[src/rtl/costmap_obstacle_inflation_macros.svh]
// Assertion macros for the costmap obstacle inflation block.
// Expects i_clk and i_rst_n in the scope of each use.
`ifndef COSTMAP_OBSTACLE_INFLATION_MACROS_SVH
`define COSTMAP_OBSTACLE_INFLATION_MACROS_SVH

// Same-cycle implication, off while reset is held.
`define COI_ASSERT_IMP(lbl, ante, cons, msg) \
    lbl: assert property (@(posedge i_clk) disable iff (!i_rst_n) (ante) |-> (cons)) \
        else $error(msg);

// Next-cycle implication, off while reset is held.
`define COI_ASSERT_NXT(lbl, ante, cons, msg) \
    lbl: assert property (@(posedge i_clk) disable iff (!i_rst_n) (ante) |=> (cons)) \
        else $error(msg);

`endif

[src/rtl/coi_pkg.sv]
// Shared types and constants of the costmap obstacle inflation block.
// No dependencies; used by every module of the block.
`default_nettype none

package coi_pkg;

    localparam int unsigned TABLE_DEPTH = 4097;
    localparam int unsigned TBL_AW      = 13;
    localparam int unsigned DIST_W      = 14;
    localparam int unsigned COST_W      = 8;
    localparam int unsigned SQ_W        = 13;

    localparam logic [TBL_AW-1:0] TABLE_LAST    = 13'd4096;
    localparam logic [DIST_W-1:0] DIST_MAX      = 14'h3FFF;
    localparam logic [COST_W-1:0] COST_UNKNOWN  = 8'd255;
    localparam logic [COST_W-1:0] COST_CENTER   = 8'd254;
    localparam logic [COST_W-1:0] COST_INSCRIBED = 8'd253;
    localparam logic [COST_W-1:0] COST_FREE     = 8'd0;

    typedef enum logic [2:0] {
        OP_CLEAR   = 3'd0,
        OP_MARK    = 3'd1,
        OP_INFLATE = 3'd2,
        OP_READ    = 3'd3,
        OP_LOAD    = 3'd4
    } t_opcode;

    typedef enum logic [2:0] {
        CFG_WINDOW_HALF  = 3'd0,
        CFG_INFLATION_SQ = 3'd1,
        CFG_INSCRIBED_SQ = 3'd2,
        CFG_GRID_WIDTH   = 3'd3,
        CFG_GRID_HEIGHT  = 3'd4
    } t_cfg_idx;

    typedef enum logic [2:0] {
        ST_INIT,
        ST_IDLE,
        ST_DECODE,
        ST_CLEAR,
        ST_INFL,
        ST_DRAIN,
        ST_RDWAIT,
        ST_RESP
    } t_state;

    // Sequencer requests to the cell store
    typedef struct packed {
        logic rd_en;
        logic dc_we;
        logic lt_we;
        logic lt_val;
    } t_store_ctl;

endpackage

`default_nettype wire

[src/rtl/coi_seq.sv]
// Sequencer: item decode, clearing sweeps, window walk and result hand-off.
// Depends on coi_pkg; drives coi_cell_store and coi_cell_eval.
`default_nettype none

module coi_seq #(
    parameter int GRID_COLS       = 512,
    parameter int GRID_ROWS       = 256,
    parameter int MAX_WINDOW_HALF = 63,
    parameter int ADDR_W          = 17
) (
    input  wire                        i_clk,
    input  wire                        i_rst_n,
    input  wire                        i_start,
    input  wire  [2:0]                 i_op,
    input  wire  [8:0]                 i_x,
    input  wire  [7:0]                 i_y,
    input  wire  [coi_pkg::TBL_AW-1:0] i_tidx,
    input  wire  [coi_pkg::COST_W-1:0] i_tval,
    input  wire  [5:0]                 i_half,
    input  wire  [9:0]                 i_cols,
    input  wire  [8:0]                 i_rows,
    input  wire                        i_slot_free,
    input  wire  [coi_pkg::COST_W-1:0] i_rd_cost,
    output logic                       o_ready,
    output coi_pkg::t_store_ctl        o_ctl,
    output logic [ADDR_W-1:0]          o_rd_addr,
    output logic [ADDR_W-1:0]          o_wr_addr,
    output logic                       o_iss_valid,
    output logic signed [6:0]          o_dx,
    output logic signed [6:0]          o_dy,
    output logic                       o_tbl_we,
    output logic [coi_pkg::TBL_AW-1:0] o_tbl_idx,
    output logic [coi_pkg::COST_W-1:0] o_tbl_val,
    output logic                       o_done,
    output logic [coi_pkg::COST_W-1:0] o_cost,
    output logic                       o_status
);
    import coi_pkg::*;

    localparam int                CELL_COUNT = GRID_COLS * GRID_ROWS;
    localparam logic [ADDR_W-1:0] ADDR_LAST  = ADDR_W'(CELL_COUNT - 1);
    localparam logic [12:0]       COLS_C     = 13'(GRID_COLS);
    localparam logic [12:0]       ROWS_C     = 13'(GRID_ROWS);
    localparam logic [8:0]        MAXH_C     = 9'(MAX_WINDOW_HALF);

    t_state            r_state, n_state;
    logic [ADDR_W-1:0] r_addr, n_addr;
    logic signed [6:0] r_dx, n_dx;
    logic signed [6:0] r_dy, n_dy;
    logic [COST_W-1:0] r_cost, n_cost;
    logic              r_status, n_status;

    t_opcode           r_op;
    logic [8:0]        r_x;
    logic [7:0]        r_y;
    logic [TBL_AW-1:0] r_tidx;
    logic [COST_W-1:0] r_tval;

    logic [5:0]        w_half;
    logic signed [6:0] w_h;
    logic              w_inside;
    logic [ADDR_W-1:0] w_item_addr;
    logic signed [10:0] w_wx;
    logic signed [9:0] w_wy;
    logic              w_win_in;
    logic [ADDR_W-1:0] w_win_addr;

    always_ff @(posedge i_clk) begin
        if (!i_rst_n) begin
            r_state  <= ST_INIT;
            r_addr   <= '0;
            r_dx     <= '0;
            r_dy     <= '0;
            r_cost   <= '0;
            r_status <= 1'b0;
        end else begin
            r_state  <= n_state;
            r_addr   <= n_addr;
            r_dx     <= n_dx;
            r_dy     <= n_dy;
            r_cost   <= n_cost;
            r_status <= n_status;
        end
    end

    always_ff @(posedge i_clk) begin
        if (i_start) begin
            r_op   <= t_opcode'(i_op);
            r_x    <= i_x;
            r_y    <= i_y;
            r_tidx <= i_tidx;
            r_tval <= i_tval;
        end
    end

    always_comb begin
        w_half = (9'(i_half) > MAXH_C) ? 6'(MAX_WINDOW_HALF) : i_half;
        w_h    = $signed({1'b0, w_half});

        w_inside = ({1'b0, r_x} < i_cols) && (13'(r_x) < COLS_C)
                && ({1'b0, r_y} < i_rows) && (13'(r_y) < ROWS_C);
        w_item_addr = ADDR_W'(ADDR_W'(r_y) * ADDR_W'(GRID_COLS)) + ADDR_W'(r_x);

        // window cell, signed so that cells left of or above the grid show up
        w_wx = $signed({2'b00, r_x}) + 11'(r_dx);
        w_wy = $signed({2'b00, r_y}) + 10'(r_dy);
        w_win_in = !w_wx[10] && (w_wx[9:0] < i_cols) && (13'(w_wx[9:0]) < COLS_C)
                && !w_wy[9] && (w_wy[8:0] < i_rows) && (13'(w_wy[8:0]) < ROWS_C);
        w_win_addr = ADDR_W'(ADDR_W'(w_wy[8:0]) * ADDR_W'(GRID_COLS))
                   + ADDR_W'(w_wx[9:0]);
    end

    always_comb begin
        n_state     = r_state;
        n_addr      = r_addr;
        n_dx        = r_dx;
        n_dy        = r_dy;
        n_cost      = r_cost;
        n_status    = r_status;
        o_ctl       = '0;
        o_rd_addr   = w_item_addr;
        o_wr_addr   = r_addr;
        o_iss_valid = 1'b0;
        o_tbl_we    = 1'b0;
        o_done      = 1'b0;

        unique case (r_state)
            ST_INIT: begin
                o_ctl.dc_we  = 1'b1;
                o_ctl.lt_we  = 1'b1;
                o_ctl.lt_val = 1'b0;
                if (r_addr == ADDR_LAST) begin
                    n_addr  = '0;
                    n_state = ST_IDLE;
                end else begin
                    n_addr = r_addr + ADDR_W'(1);
                end
            end
            ST_IDLE: begin
                if (i_start) begin
                    n_state = ST_DECODE;
                end
            end
            ST_DECODE: begin
                n_cost   = '0;
                n_status = 1'b0;
                n_state  = ST_RESP;
                case (r_op)
                    OP_CLEAR: begin
                        n_addr  = '0;
                        n_state = ST_CLEAR;
                    end
                    OP_MARK: begin
                        if (w_inside) begin
                            o_ctl.lt_we  = 1'b1;
                            o_ctl.lt_val = 1'b1;
                            o_wr_addr    = w_item_addr;
                        end else begin
                            n_status = 1'b1;
                        end
                    end
                    OP_INFLATE: begin
                        if (w_inside) begin
                            n_dx    = -w_h;
                            n_dy    = -w_h;
                            n_state = ST_INFL;
                        end else begin
                            n_status = 1'b1;
                        end
                    end
                    OP_READ: begin
                        if (w_inside) begin
                            o_ctl.rd_en = 1'b1;
                            n_state     = ST_RDWAIT;
                        end else begin
                            n_status = 1'b1;
                        end
                    end
                    OP_LOAD: begin
                        if (r_tidx <= TABLE_LAST) begin
                            o_tbl_we = 1'b1;
                        end else begin
                            n_status = 1'b1;
                        end
                    end
                    default: begin
                        n_status = 1'b0;
                    end
                endcase
            end
            ST_CLEAR: begin
                o_ctl.dc_we = 1'b1;
                if (r_addr == ADDR_LAST) begin
                    n_addr  = '0;
                    n_state = ST_RESP;
                end else begin
                    n_addr = r_addr + ADDR_W'(1);
                end
            end
            ST_INFL: begin
                // column-major walk, one window cell per cycle
                o_iss_valid = w_win_in;
                o_ctl.rd_en = w_win_in;
                o_rd_addr   = w_win_addr;
                if (r_dy == w_h) begin
                    n_dy = -w_h;
                    if (r_dx == w_h) begin
                        n_state = ST_DRAIN;
                    end else begin
                        n_dx = r_dx + 7'sd1;
                    end
                end else begin
                    n_dy = r_dy + 7'sd1;
                end
            end
            ST_DRAIN: begin
                n_state = ST_RESP;
            end
            ST_RDWAIT: begin
                n_cost  = i_rd_cost;
                n_state = ST_RESP;
            end
            ST_RESP: begin
                if (i_slot_free) begin
                    o_done  = 1'b1;
                    n_state = ST_IDLE;
                end
            end
            default: begin
                n_state = ST_IDLE;
            end
        endcase
    end

    assign o_ready   = (r_state == ST_IDLE);
    assign o_dx      = r_dx;
    assign o_dy      = r_dy;
    assign o_tbl_idx = r_tidx;
    assign o_tbl_val = r_tval;
    assign o_cost    = r_cost;
    assign o_status  = r_status;

endmodule

`default_nettype wire

[config.mk]
export PLATFORM = sky130hd
export DESIGN_NAME = coi_seq
export DESIGN_NICKNAME = d
export VERILOG_FILES = /design/src/rtl/costmap_obstacle_inflation_macros.svh /design/src/rtl/coi_pkg.sv /design/src/rtl/coi_seq.sv
export SDC_FILE = /design/constraint.sdc
export NUM_CORES = 1
export LEC_CHECK = 0
export BUFFER_PORTS_ARGS = -buffer_cell sky130_fd_sc_hd__buf_2
export CAP_MARGIN = 20
export CORE_UTILIZATION = 30
export DETAILED_ROUTE_END_ITERATION = 8
export HOLD_SLACK_MARGIN = 0.02
export PLACE_DENSITY_LB_ADDON = 0.3
export SLEW_MARGIN = 20
export SYNTH_ARGS = -nofsm -noshare
export SYNTH_HDL_FRONTEND = slang
export SYNTH_SLANG_ARGS = --single-unit
[constraint.sdc]
create_clock -name i_clk -period 3.2 [get_ports i_clk]
set_clock_uncertainty 0.15 [all_clocks]
set_input_delay 0.16 -clock i_clk [delete_from_list [all_inputs] [get_ports i_clk]]
set_output_delay 0.16 -clock i_clk [all_outputs]
set_load 0.005 [all_outputs]
; Word-level counts from Yosys, hierarchy flattened
; Cells that the tools add are included.
[totals]
ff_bits = 84
in_bits = 78
out_inout_bits = 86
wordCells = 111
[classes]
add_sub_neg = 8
n_lt_le_gt_ge = 7
eq_ne = 24
n_mux = 41
n_reduce_logical = 20
[op_table]
columns = cell, count
row1 = two-way mux 17 bit, 6
row2 = two-way mux 7 bit, 5
row3 = one-hot mux 17 bit (2 select lines), 1
row4 = one-hot mux 7 bit (2 select lines), 2
row5 = one-hot mux 3 bit (7 select lines), 1
row6 = two-way mux 3 bit, 6
row7 = adder 17 x 1 -> 17 bit (second input constant), 1
row8 = adder 17 x 10 -> 17 bit, 1
row9 = adder 17 x 9 -> 17 bit, 1
row10 = equality test 17 bit (second input constant), 1
row11 = != test 2 bit (second input constant), 8
row12 = one-hot mux 8 bit (2 select lines), 1
row13 = equality test 3 bit (second input constant), 5
row14 = adder 7 x 2 -> 7 bit (second input constant), 2
row15 = equality test 7 bit, 2
row16 = less-or-equal comparator 13 bit (second input constant), 1
row17 = equality test 3 x 2 -> 1 bit (second input constant), 4
row18 = two-way mux 1 bit, 12
row19 = adder 10 x 7 -> 11 bit, 1
row20 = adder 9 x 7 -> 10 bit, 1
row21 = less-than comparator 10 bit, 1
row22 = less-than comparator 10 bit (second input constant), 1
row23 = less-than comparator 9 x 10 -> 1 bit, 1
row24 = less-than comparator 8 x 9 -> 1 bit, 1
row25 = other kinds (19), 34

; Depth between registers and ports, before layout
; Gate-level depths: netlist (run 1).
[logic_depth]
depth_word = 8
mapped_depth = 15
mapped_depth_nobuf = 15

; Least setup slack after synthesis (run 1)
; Ideal clock, no wire load.
[synth_path]
path_kind = flip-flop to output port
start = reg r_dy[0], in the netlist o_dy[0]
end = out o_ctl[3] (netlist name)
arrival_ps = 3116
required_time_ps = 2890
path_slack_ps = -226
stages_incl_launch_ff = 14
n_path_buf = 0
path_cell_list = dfxtp_1 ha_1 inv_1 fa_1 nand2b_1 a21oi_1 o22a_1 xor2_1 ha_1 a211o_1 a2111oi_0 nand4_1 a221oi_1 o21bai_1
[synth_lines]
columns = item, line_no
row1 = start: declaration, coi_seq.sv:49  ; logic signed [6:0] r_dy, n_dy;
row2 = start signal: assignment, coi_seq.sv:80  ; r_dy <= n_dy;
row3 = end: declaration, coi_seq.sv:25  ; output coi_pkg::t_store_ctl o_ctl,

==> results of run 1 <==
[per-layer routing]
metal  GRT usage [%]  vias up  part of all wire (%)
met1            25.7     2654                    44
met3            4.18       26                   7.0
met2            33.5      194                    46
li1                -     2919                     -
met5               0        -                 0.051
met4            6.92        2                   2.7
[cell usage in the layout (no fill, tap or decap), types with 18 or more instances in the layout]
| cell | netlist | routed |
|---|---|---|
| nand3_1 | 33 | 33 |
| xor2_1 | 27 | 27 |
| dlygate4sd3_1 | 0 | 50 |
| buf_4 | 0 | 93 |
| a21oi_1 | 28 | 25 |
| o21ai_0 | 30 | 25 |
| dfxtp_1 | 43 | 40 |
| buf_2 | 2 | 144 |
| mux2_4 | 0 | 18 |
| buf_6 | 1 | 24 |
| edfxtp_1 | 41 | 41 |
| nand2_1 | 64 | 64 |
| inv_1 | 35 | 35 |
| nor2_1 | 51 | 50 |
| ha_1 | 58 | 53 |
[metrics by stage]
step	utilization [%]	hold WS, ns	setup slack, ns	TNS [ns]
2_1_floorplan	-	0.109	0.0127	0
3_3_place_gp	39.8	0.186	-0.273	-0.663
3_5_place_dp	39.8	0.188	-0.349	-1.00
4_1_cts	46.5	0.0973	-0.686	-6.04
5_1_grt	46.8	0.112	-0.840	-9.99
6_report	46.8	0.0972	-0.606	-6.26
[where the power goes]
group / internal (W) / switching (W)
logic: 0.000289 / 0.000260
registers: 0.00118 / 0.0000360
clock network: 0.000617 / 0.000481
total: 0.00208 / 0.000777
[logic make-up (layout without fill, tap and decap cells)]
logic type      count (synthesis)  after routing  share of synthesized area (%)
buf+inv                        56            365                           4.71
flops                          84             84                           36.0
mux                            27             27                           5.19
xor+xnor                       45             45                           6.78
compound gates                130            130                           14.7
fa+ha+maj                      60             60                           13.2
simple gates                  231            231                           19.5
[registers in the layout, summed over array words and instances (netlist names)]
register,flops
o_tbl_val,8
o_tbl_idx,13
o_dy,7
o_cost,8
r_state,3
o_dx,7
r_x,9
o_status,1
r_op,3
r_addr,17
r_y,8
[worst max-delay path, stage by stage, from the launching register on]
cell and delay (ns):
edfxtp_1 0.40, ha_2 0.21, fa_2 0.36, a211oi_2 0.22
nor2_1 0.08, o31ai_2 0.25, nand2b_1 0.11, a21oi_2 0.17
xnor2_2 0.10, ha_1 0.31, o211ai_1 0.10, nor2_1 0.06
o31ai_1 0.07, nand4_1 0.15, a221oi_2 0.25, o21bai_1 0.17
buf_2 0.14
[cells in the mapped netlist, types with 3 or more instances]
cell	n	share of area, %
o31ai_1	4	0.52
or3_1	7	0.75
a211o_1	3	0.45
dfxtp_1	43	15
nand4_1	9	0.97
edfxtp_1	41	21
clkbuf_1	11	0.71
nand3_1	33	2.8
or2_2	3	0.32
a21boi_0	8	1.0
nor2b_1	7	0.75
a21oi_1	28	2.4
o211ai_1	9	1.2
clkbuf_8	4	0.95
o21ai_0	30	2.6
nor4_1	5	0.54
a211oi_1	7	0.90
inv_1	35	2.3
nor2_1	51	3.3
a31oi_1	6	0.65
and2_1	3	0.32
ha_1	58	12
o211a_1	3	0.52
a21o_1	4	0.52
o31a_1	3	0.45
a221oi_1	3	0.45
nand2_1	64	4.1
nand2b_1	8	0.86
mux2_2	25	4.8
and3_1	15	1.6
xnor2_1	18	2.7
nor3_1	17	1.5
xor2_1	27	4.1
o21a_1	4	0.52
[area by class of cell]
class	instances	area (um^2)
sequential	84	2100
clock inverter	7	88.8
tap	260	325
inverter	35	131
clock buffer	9	225
fill	1828	10000
timing repair buffer	314	2240
multi-input combinational	493	3700
[repair_timing]
| item | CTS | global route |
|---|---|---|
| endpoints found under the hold margin | 50 | 0 |
| pin swaps | 11 | 17 |
| hold buffers | 50 | 0 |
| gates resized for setup | 53 | 24 |
| setup buffers | 14 | 7 |
| gates cloned | 3 | 0 |
| setup endpoints to repair | 28 | 30 |
[worst paths after layout]
| check | from | endpoint | slack, ns |
|---|---|---|---|
| max reg2reg | r_x[4] | o_dx[2] | 0.25 |
| max | r_x[0] | o_ctl[3] | -0.61 |
| min | i_rst_n | o_dy[1] | 0.1 |
| min reg2reg | o_cost[7] | o_cost[7] | 0.30 |
==> summary.md, run 1 <==
| Metric | Value |
|---|---|
| Row cnt | 50 |
| Worst EP arrival | 3.50 ns |
| Largest net degree at the start of global routing | 42 |
| Drt wl/cell | between 15 and 20 um |
| Clock sinks | 84 |
| Post-DP HPWL | 14500 um |
| Die X-Extent | 141 um |
| GP Congestion | 0.856 |
| Setup crit end kind | output port |
| Dpl cells | 1118 |
| Via count of the first global-routing pass | 5635 |
| Clock transition at path regs | about 0.07 ns |
| Minimum clock period | 3.81 ns |
| Via count | slightly below 6000 |
| Diode count | 0 |
| CP startpoint kind | flop |
| Share of cells above drive strength 1 | 36.7% |
| Worst path required time | 2.89 ns |
| Antenna violations before repair | 2 |
| Failing checks | setup timing |
| Starting Density | a little under a third |
| Final net count | 1075 |
| DIE AREA | 19900 um^2 |
| RSZ-0062 raised after global routing | true |
| Synth unique cells | 63 |
| First-pass GRT wire length | between 30000 and 40000 um |
| Final period utilization | 119% |
| Max-slew violations | 0 |
| Routed wire length | 19600 um |
| Hold Crit Class | in -> reg |
| Status | finished, violations left |
| Slew Limit Headroom | between 40% and 50% |
| TritonCTS clock tree | done |
| Post-Synthesis Net Count | 771 |
| Reg2reg path depth | 10 |
| Mapped cell area | 5810 um^2 |
| Ys Warns | 0 |
| Worst-Skew Late Latency | 0.35 ns |
| Total Routing Usage GR | 20.1% |
| Design Area, Final | 8810 um^2 |
| Register area share after synthesis | 36.0% |
| Placed cell area | 7500 um^2 |
| Worst Hold Depth | 2 |
| Worst-Margin Slew | ~0.78 ns |
| Synth Register Bits | 84 |
| WS Path Type | reg -> out |
| DRC Markers | 0 |
| H-tree depth | 3 |
| Drt pass-1 iters | 5 |
| GRT overflow | 0 |
| Mapped Cells | about 630 |
| Port-buffer cells | 163 |
| Final Non-Filler Cells | 1202 |
| Die Ht | 141 um |
| # setup viols final | 27 |
| Layout area overhead | 51.7% |
| Final Hold Viols | 0 |
| Achievable Freq | 263 MHz |
| Via density | between 4 and 5 |
| Worst Path Max Fanout | 3 |
| Total Power | 0.00286 W |
| Top_reg_cell synth | dfxtp_1 |
| Fraction of registers with async set or reset after synthesis | 0% |
| Worst setup margin | -0.606 ns |
| Post-synth EDFFs | 41 |
| TritonCTS buffer count | 9 |
| Antenna viol nets, final | 0 |
| PwrDens | 324 nW/um^2 |
| Longest Clk Path Bufs | 2 |
| Number of DRC markers in iteration 0 | 404 |
| Num ports | about 160 |
| Max VDD drop | ~280 uV |
| Max-cap violation count | 0 |
| CTS root buffer | clkbuf_16 |
| Total core area | between 15000 and 20000 um^2 |
| Pleak | 4.03 nW |
| Synth Area per Inst | 9.18 um^2 |
Note: power is estimated with default switching activity, not from simulation.
==> inputs of run 2 (changes only) <==
--- a/config.mk
+++ b/config.mk
@@ -10,7 +10,9 @@
 export CORE_UTILIZATION = 30
 export DETAILED_ROUTE_END_ITERATION = 8
 export HOLD_SLACK_MARGIN = 0.02
+export MAX_ROUTING_LAYER = met4
 export PLACE_DENSITY_LB_ADDON = 0.3
+export SKIP_CTS_REPAIR_TIMING = 1
 export SLEW_MARGIN = 20
 export SYNTH_ARGS = -nofsm -noshare
 export SYNTH_HDL_FRONTEND = slang
==> run 2 against run 1 <==
Effect of this change:
- the flow still finishes with violations (setup timing)
- utilization up 0.23 points
- total power shrank 0.39%
- routed wire length decreased by 0.78%
- global-route usage shrank 1.0 points
- via count shrank 0.33%
- critical path depth fell by 3
- combinational power down 0.7%
- final area is 0.48% higher
- worst hold slack lost 0.088 ns
- setup slack worse by 0.0016 ns
- critical path type unchanged
- largest cell class unchanged
==> summary.md, run 2 (synthesis gave the netlist of run 1 again) <==
| Metric | Value |
|---|---|
| TritonCTS buffer count | 9 (unchanged) |
| Reg-to-Reg Start | r_x[4] (unchanged) |
| Minimum clock period | 3.81 ns (about the same) |
| Total Routing Usage GR | 19.1% (was 20.1%) |
| Post-layout util | 47.0% (was 46.8%) |
| Setup crit end kind | output port (unchanged) |
| DIE AREA | 19900 um^2 (unchanged) |
| Via count | 5776 (was 5795) |
| Max VDD drop | 278 uV (was 281 uV) |
| Area of the multi-input gates | 3770 um^2 (was 3700 um^2) |
| Final Hold Viols | 0 (unchanged) |
| WS Path Type | reg -> out (unchanged) |
| Pleak | 4.01 nW (was 4.03 nW) |
| RSZ-0062 raised after global routing | true (unchanged) |
| Die Ht | 141 um (unchanged) |
| Routed wire length | 19500 um (was 19600 um) |
| Hold EP | o_dx[0] (was o_dy[1]) |
| Worst Hold Depth | 3 (was 2) |
| FF+latch area | 2100 um^2 (unchanged) |
| Num ports | 164 (unchanged) |
| Largest net degree at the start of global routing | 42 (unchanged) |
| Max-slew violations | 0 (unchanged) |
| Hold Crit Class | in -> reg (unchanged) |
| CTS root buffer | clkbuf_16 (unchanged) |
| Max-cap violation count | 0 (unchanged) |
| Via density | 4.83 (was 4.82) |
| Max reg flops | 17 (unchanged) |
| Reg-to-reg critical path endpoint | o_dx[2] (unchanged) |
| Share of cells above drive strength 1 | 37.7% (was 36.7%) |
| Worst path required time | 2.89 ns (about the same) |
| Total Power | 0.00285 W (was 0.00286 W) |
| Slew Limit Headroom | 45.8% (was 48.0%) |
| Clock transition at path regs | 0.07 ns (about the same) |
| Drt pass-1 iters | 4 (was 5) |
| Achievable Freq | 263 MHz (about the same) |
| Row cnt | 50 (unchanged) |
| Placed cell area | 7500 um^2 (unchanged) |
| Largest Register | r_addr (unchanged) |
| Worst EP arrival | 3.50 ns (about the same) |
| Clock sinks | 84 (unchanged) |
| Number of DRC markers in iteration 0 | 382 (was 404) |
| Worst reg-to-reg setup slack | 0.27 ns (was 0.25 ns) |
| Antenna viol nets, final | 0 (unchanged) |
| Fillers | 1819 (was 1828) |
| GRT overflow | 0 (unchanged) |
| Layout area overhead | 52.4% (was 51.7%) |
| Failing checks | setup timing (unchanged) |
| Worst-Margin Slew | 0.810 ns (was 0.777 ns) |
| Worst-Skew Late Latency | 0.35 ns (about the same) |
| Via count of the first global-routing pass | 5186 (was 5635) |
| Final net count | 1069 (was 1075) |
| First-pass GRT wire length | 27900 um (was 30300 um) |
| Starting Density | 30.9% (unchanged) |
| Post-DP HPWL | 14500 um (unchanged) |
| Design Area, Final | 8860 um^2 (was 8810 um^2) |
| TritonCTS clock tree | done (unchanged) |
| Worst Path Max Fanout | 4 (was 3) |
| Die X-Extent | 141 um (unchanged) |
| Worst setup margin | -0.607 ns (was -0.606 ns) |
| Final period utilization | 119% (about the same) |
| Most frequent cells in the layout | 145 x buf_2, 88 x buf_4, 64 x nand2_1 (was 144 x buf_2, 93 x buf_4, 64 x nand2_1) |
| DRC Markers | 0 (unchanged) |
| PwrDens | 322 nW/um^2 (was 324 nW/um^2) |
| Status | finished, violations left (unchanged) |
| Total core area | 18800 um^2 (unchanged) |
| GP Congestion | 0.870 (was 0.856) |
| CP startpoint kind | flop (unchanged) |
| Commonest non-fill, non-tap cell in the layout | buf_2 (unchanged) |
| Antenna violations before repair | 2 (unchanged) |
| Reg2reg path depth | 9 (was 10) |
| Hold wc startpoint | i_half[0] (was i_rst_n) |
| Port-buffer cells | 163 (unchanged) |
| Drt wl/cell | 16.3 um (about the same) |
| # setup viols final | 26 (was 27) |
| H-tree depth | 3 (unchanged) |
| Longest Clk Path Bufs | 2 (unchanged) |
[run 2: cell count changes in the layout (fill, tap and decap cells not counted), sizes merged]
cell         delta
buf             -7
clkbuf          +2
diode           +1
dlygate4sd3     -1
[run 2: metal layers]
layer / part of all wire, % / vias to the layer above / global-route usage, %
li1: - / 2901 / -
met1: 45 / 2667 / 24.4
met2: 47 / 190 / 29.3
met3: 6.0 / 18 / 4.08
met4: 2.4 / 0 / 7.55
met5: 0 / - / -
[run 2: how the worst max path moves through the flow]
stage,start,depth (start not counted),to
after detailed placement,r_x[1],15,o_ctl[3]
after CTS,r_x[1],15,o_ctl[3]
final,r_y[4],13,o_ctl[3]
after global routing,r_x[1],16,o_ctl[3]
after global placement,r_x[1],12,o_ctl[3]
after floorplan,r_x[1],11,o_ctl[3]
[run 2: layout make-up]
cell class	instances	area share, %
timing repair buffer	308	25.0
clock inverter	7	1.00
antenna	1	0.0283
multi-input combinational	493	42.5
sequential	84	23.7
clock buffer	9	2.54
tap	260	3.67
inverter	35	1.48
[run 2: critical path: stages, from the launching register on]
cell       delay (ns)
edfxtp_1         0.40
ha_1             0.35
and3_1           0.19
a221oi_2         0.30
nand2_1          0.11
and2_1           0.18
xnor2_1          0.15
ha_1             0.19
a211o_1          0.30
a2111oi_2        0.27
nand4_1          0.15
a221oi_2         0.25
o21bai_1         0.17
buf_2            0.14
[run 2: report_power, final]
| part | leakage (nW) | internal, W | total [W] | switching, W |
|---|---|---|---|---|
| clock network | 0.149 | 0.000617 | 0.00109 | 0.000475 |
| registers | 0.750 | 0.00118 | 0.00121 | 0.0000351 |
| logic | 3.11 | 0.000283 | 0.000545 | 0.000261 |
| total | 4.01 | 0.00208 | 0.00285 | 0.000771 |
[run 2: through the flow]
stage,std cells,setup WS (ns),hold WS [ns],TNS [ns]
2_1_floorplan,633,0.0127,0.109,0
3_3_place_gp,1118,-0.273,0.186,-0.663
3_5_place_dp,1118,-0.349,0.188,-1.00
4_1_cts,1134,-0.748,-0.187,-9.34
5_1_grt,1197,-0.780,0.0249,-8.09
6_report,1197,-0.607,0.00971,-4.68
